**src/hfq_pkg.sv**
```systemverilog
// ----------------------------------------------------------------------------
// hfq_pkg
// shared types and widths for the terrain height query block
// ----------------------------------------------------------------------------
`default_nettype none

package hfq_pkg;

  localparam int GRID_SIDE = 128;
  localparam int CW        = $clog2(GRID_SIDE);
  localparam int AW        = $clog2(GRID_SIDE * GRID_SIDE);
  localparam int IDX_W     = 7;
  localparam int COORD_W   = 32;
  localparam int CNT_W     = 8;
  localparam int SIZE_W    = 31;

  // plane arithmetic widths
  localparam int DIFF_W = COORD_W + 1;
  localparam int PROD_W = 2 * DIFF_W;
  localparam int NRM_W  = PROD_W + 1;
  localparam int NUM_W  = NRM_W + DIFF_W + 1;
  localparam int QB     = 41;

  localparam int CELL_LAT  = CW + 2;
  localparam int PLANE_LAT = 5;
  localparam int DIV_LAT   = QB + 3;

  typedef struct packed {
    logic signed [COORD_W-1:0] x;
    logic signed [COORD_W-1:0] y;
    logic signed [COORD_W-1:0] z;
  } vertex_t;

  localparam int VTX_W = $bits(vertex_t);

endpackage

`default_nettype wire

```
**src/hfq_cell.sv**
```systemverilog
// ----------------------------------------------------------------------------
// hfq_cell
// maps one coordinate to a clamped grid cell and exact remainder
// ----------------------------------------------------------------------------
`default_nettype none

module hfq_cell (
  input  wire logic                        clk,
  input  wire logic                        en,
  input  wire logic signed [hfq_pkg::COORD_W-1:0] coord,
  input  wire logic [hfq_pkg::SIZE_W-1:0]  size,
  input  wire logic [hfq_pkg::CW-1:0]      nm1,
  input  wire logic [hfq_pkg::CW-1:0]      nm2,
  output logic      [hfq_pkg::CW-1:0]      cell_idx,
  output logic      [31:0]                 rem
);
  import hfq_pkg::*;

  localparam int T_W  = COORD_W + 2;
  localparam int CN_W = T_W + CW + 1;
  localparam int RW   = 32 + CW;

  logic signed [T_W-1:0]  t;
  logic signed [CN_W-1:0] num;
  logic signed [CN_W-1:0] num_r;
  logic [RW-1:0]          limit_r;
  logic [31:0]            d_r;
  logic [CW-1:0]          nm2_r;

  logic [RW-1:0] drem [CW+1];
  logic [CW-1:0] dq   [CW+1];
  logic          dlo  [CW+1];
  logic          dhi  [CW+1];
  logic [31:0]   dd   [CW+1];
  logic [CW-1:0] dn   [CW+1];

  assign t   = $signed({coord[COORD_W-1], coord, 1'b0}) + $signed({3'b000, size});
  assign num = CN_W'(t * $signed({1'b0, nm1}));

  always_ff @(posedge clk) begin
    if (en) begin
      num_r   <= num;
      limit_r <= RW'(nm2 * {size, 1'b0});
      d_r     <= {size, 1'b0};
      nm2_r   <= nm2;
    end
  end

  // classify: below the grid, at or past the last cell, or inside
  always_ff @(posedge clk) begin
    if (en) begin
      dlo[0]  <= num_r[CN_W-1];
      dhi[0]  <= !num_r[CN_W-1] && ($unsigned(num_r) >= CN_W'(limit_r));
      drem[0] <= num_r[RW-1:0];
      dq[0]   <= '0;
      dd[0]   <= d_r;
      dn[0]   <= nm2_r;
    end
  end

  for (genvar j = 0; j < CW; j++) begin : g_div
    localparam int K = CW - 1 - j;
    logic [RW-1:0] trial;
    assign trial = {{CW{1'b0}}, dd[j]} << K;
    always_ff @(posedge clk) begin
      if (en) begin
        dlo[j+1] <= dlo[j];
        dhi[j+1] <= dhi[j];
        dd[j+1]  <= dd[j];
        dn[j+1]  <= dn[j];
        if (drem[j] >= trial) begin
          drem[j+1] <= drem[j] - trial;
          dq[j+1]   <= dq[j] | CW'(1 << K);
        end else begin
          drem[j+1] <= drem[j];
          dq[j+1]   <= dq[j];
        end
      end
    end
  end

  always_comb begin
    if (dlo[CW]) begin
      cell_idx = '0;
      rem      = '0;
    end else if (dhi[CW]) begin
      cell_idx = dn[CW];
      rem      = '0;
    end else begin
      cell_idx = dq[CW];
      rem      = drem[CW][31:0];
    end
  end

endmodule

`default_nettype wire

```
**config.mk**
```make
export PLATFORM = sky130hd
export DESIGN_NAME = hfq_cell
export DESIGN_NICKNAME = d
export VERILOG_FILES = /design/src/hfq_pkg.sv /design/src/hfq_cell.sv
export SDC_FILE = /design/constraint.sdc
export NUM_CORES = 2
export LEC_CHECK = 0
export BUFFER_PORTS_ARGS = -buffer_cell sky130_fd_sc_hd__clkbuf_2
export CORE_MARGIN = 4
export CORE_UTILIZATION = 40
export DETAILED_ROUTE_END_ITERATION = 10
export PLACE_DENSITY = 0.67
export RECOVER_POWER = 100
export REMOVE_ABC_BUFFERS = 1
export SYNTH_ARGS = -nofsm -noshare
export SYNTH_HDL_FRONTEND = slang
export SYNTH_SLANG_ARGS = --single-unit
```
**constraint.sdc**
```tcl
create_clock -name clk -period 10.43 [get_ports clk]
set_clock_uncertainty 0.15 [all_clocks]
set_input_delay 1.043 -clock clk [delete_from_list [all_inputs] [get_ports clk]]
set_output_delay 1.043 -clock clk [all_outputs]
set_load 0.02 [all_outputs]
```
==> results_dict.tcl <==
set metrics [dict create \
    coreArea_um2 136000 \
    via_per_inst 5.16 \
    post_cts_buffers 0 \
    fin_tns_setup_ns 0 \
    post-dp-hpwl_um 92100 \
    fmax_ghz 0.114 \
    num_rows 135 \
    grt_pass1_vias 38072 \
    p_leak_nw 25.7 \
    routed_wl_um 117000 \
    drv_cap 20 \
    postRouteAntennaNets 0 \
    critical-path-max-stage-delay_ns 0.74 \
    first_pass_iters 6 \
    tightest_slew_ns 3.91 \
    grt_pass1_wl_um 191000 \
    grt_util_all_layers_pct 16.4 \
    ir_drop_uv 172 \
    cts_buffer_depth 3 \
    postPlaceCellArea_um2 57200 \
    clk_pin_slew_worst_paths_ns 0.06 \
    path_class "in -> reg" \
    drtIter0Drc 1832 \
    period_share_pct 84.2 \
    synth_area_leaders "edfxtp_1 41%, fa_1 12%, ha_1 9.7%, inv_1 4.8%, a21oi_1 3.6%" \
    cp-end-kind "register" \
    yosysSeqAreaShare_pct 40.6 \
    cts_hold_buf 0 \
    timing.hold.ws_ns 0.265 \
    ioPinCount 118 \
    rsz0062_at_grt "no" \
    violations "max-capacitance violations, max-slew violations" \
    insertion_delay_ns 0.66 \
    die_y_um 378 \
    post_cts_resized 0 \
    post-route-min-period_ns 8.78 \
    routabilityCongestion 0.926 \
    syn_area_um2 54800 \
    portBuffers 117 \
    fin_nets 6146 \
    globalRoute.totalOverflow 0 \
    setup_slack_ns 1.65 \
    cts_tree "built" \
    hold_viol 0 \
    num_vias 36978 \
    synth_edf_count 740 \
    critical_path_required_ns 10.68 \
    routedWlPerCell_um 16.4 \
    power_density_nw_per_um2 313 \
    synth_warnings 0 \
    yosysTopAreaCell "edfxtp_1" \
    synth_top_flop_cell "edfxtp_1" \
    worstPathArrival_ns 9.03 \
    outcome "finished with violations" \
    report.final.slew_viol_count 1073 \
    ys_types 93 \
    initial_core_util_pct 40.3 \
    slowest_stage "a2111oi_0" \
    synthToLayoutAreaGrowth_pct 9.12 \
    finalSetupViolCount 0 \
    relSlewSlack_pct -161 \
    antenna_found_initial 1 \
    cts.sinks 740 \
    h-tree-depth 3 \
    drc 0 \
    syn-instance-count 5228 \
    cpMostUsedCell "fa_1" \
    dp_slack_ns 1.31 \
    synth_top_area_share_pct 40.6 \
    final.fill_count 12827 \
    die_area_um2 143000 \
    die_w_um 378 \
    drive_above_1_share_pct 4.52 \
    min_path_type "reg -> reg" \
    async_reset_ff_share_pct 0 \
    start_kind "input port" \
    fin_area_um2 59800 \
    diodes 0 \
    cp_max_fo 10 \
    numCtsBuffers 81 \
    cts_root_buffer "clkbuf_16" \
    power_mw 18.7 \
    synth-seq-cells 740 \
    grt_max_degree 197 \
    syn_avg_cell_area_um2 10.5 \
]
[Yosys cell counts (9+ instances only)]
cell	n
a21o_1	172
ha_1	426
o21a_1	41
clkbuf_1	118
a211o_1	13
buf_2	21
a21oi_1	395
o31ai_1	12
edfxtp_1	740
o21bai_1	46
mux2_2	13
o21ai_0	156
o211ai_1	20
mux2_1	56
and3_1	29
nand4_1	58
mux2i_1	15
o21ai_1	83
nand2b_1	39
nor4_1	18
inv_1	705
and2_1	274
a211oi_1	28
nor2b_1	61
nor3_1	46
xor2_1	111
a41oi_1	9
nand3_1	65
xnor2_1	192
a31oi_1	34
or3_1	15
or2_2	11
nand2_1	447
o31a_1	9
fa_1	328
nor2_1	273
[final timing paths]
check / from / endpoint / slack [ns] / cells past startpoint
setup / recovery: size[2] / num_r[37]$_DFFE_PP_ / 1.65 / 29
hold / removal: dn[0][16]$_DFFE_PP_ / dn[0][23]$_DFFE_PP_ / 0.27 / 0
setup reg to reg: drem[1][43]$_DFFE_PP_ / drem[1][84]$_DFFE_PP_ / 4.36 / 11
hold reg to reg: dn[0][16]$_DFFE_PP_ / dn[0][23]$_DFFE_PP_ / 0.27 / 0
[cell usage in the layout (no fill, tap or decap), types with 18 or more instances in the layout]
| master | count |
|---|---|
| a31oi_1 | 34 |
| nand2_1 | 448 |
| o21bai_1 | 45 |
| clkbuf_16 | 81 |
| ha_1 | 426 |
| and3_1 | 29 |
| nand4_1 | 58 |
| clkbuf_2 | 60 |
| o21ai_0 | 214 |
| a21o_1 | 172 |
| edfxtp_1 | 740 |
| o21a_1 | 41 |
| nor2_1 | 272 |
| nand2b_1 | 39 |
| nor2b_1 | 61 |
| and2_1 | 247 |
| inv_1 | 705 |
| o21ai_1 | 25 |
| a211oi_1 | 28 |
| o211ai_1 | 20 |
| xnor2_1 | 192 |
| fa_1 | 328 |
| a21oi_1 | 396 |
| clkbuf_1 | 92 |
| xor2_1 | 111 |
| nor3_1 | 46 |
| and2_0 | 27 |
| nor4_1 | 18 |
| mux2_1 | 56 |
| nand3_1 | 65 |
[critical path: cells and delay by family]
kind | cells | cell delay, ns
XOR/XNOR | 2 | 0.53
adder cells (fa/ha/maj) | 6 | 2.78
buffers and inverters | 4 | 0.47
AND/OR/NAND/NOR | 7 | 1.35
AO/OA/AOI/OAI | 10 | 2.84
[flip-flops by register name (all words and copies together), names as in the netlist]
register	count
d_r	31
nm2_r	7
num_r	42
drem	305
dlo	8
dd	217
limit_r	38
dhi	8
dq	28
dn	56
[per-stage QoR]
stage	std cells	utilization [%]
2_1_floorplan	5082	-
3_3_place_gp	7011	42.2
3_5_place_dp	7011	42.2
4_1_cts	7161	44.2
5_1_grt	7161	44.0
6_report	7161	44.0
[layer usage]
metal / part of all wire (%) / vias to the layer above / GRT usage [%] / wire, um
met3: 3.9 / 274 / 2.09 / 4620
met5: 0 / - / 0 / 0
met2: 49 / 840 / 29.2 / 57400
met4: 4.3 / 0 / 7.26 / 5090
met1: 43 / 17615 / 19.7 / 50000
li1: - / 18249 / - / -
[report_power, final]
group	switching [mW]	internal (mW)
Clock	1.20	1.65
Combinational	6.15	4.53
Sequential	0.441	4.71
[layout make-up]
type | instances | area, um2 | share of cell area [%]
multi-input combinational | 3636 | 29300 | 49.0
sequential | 740 | 22200 | 37.2
inverter | 706 | 2650 | 4.43
tap | 1781 | 2230 | 3.73
clock buffer | 96 | 2080 | 3.49
timing repair buffer | 148 | 672 | 1.12
clock inverter | 54 | 632 | 1.06
[kinds of logic (layout without fill, tap and decap cells)]
logic type	count (synthesis)	in the layout	synth area share, %
AND/OR/NAND/NOR	1376	1376	12.3
AO/OA/AOI/OAI	1119	1119	12.9
adder cells (fa/ha/maj)	754	754	21.7
buffers and inverters	852	1004	5.96
multiplexers	84	84	1.69
flip-flops	740	740	40.6
XOR/XNOR	303	303	4.85
Power figures use the tool's default switching activity.
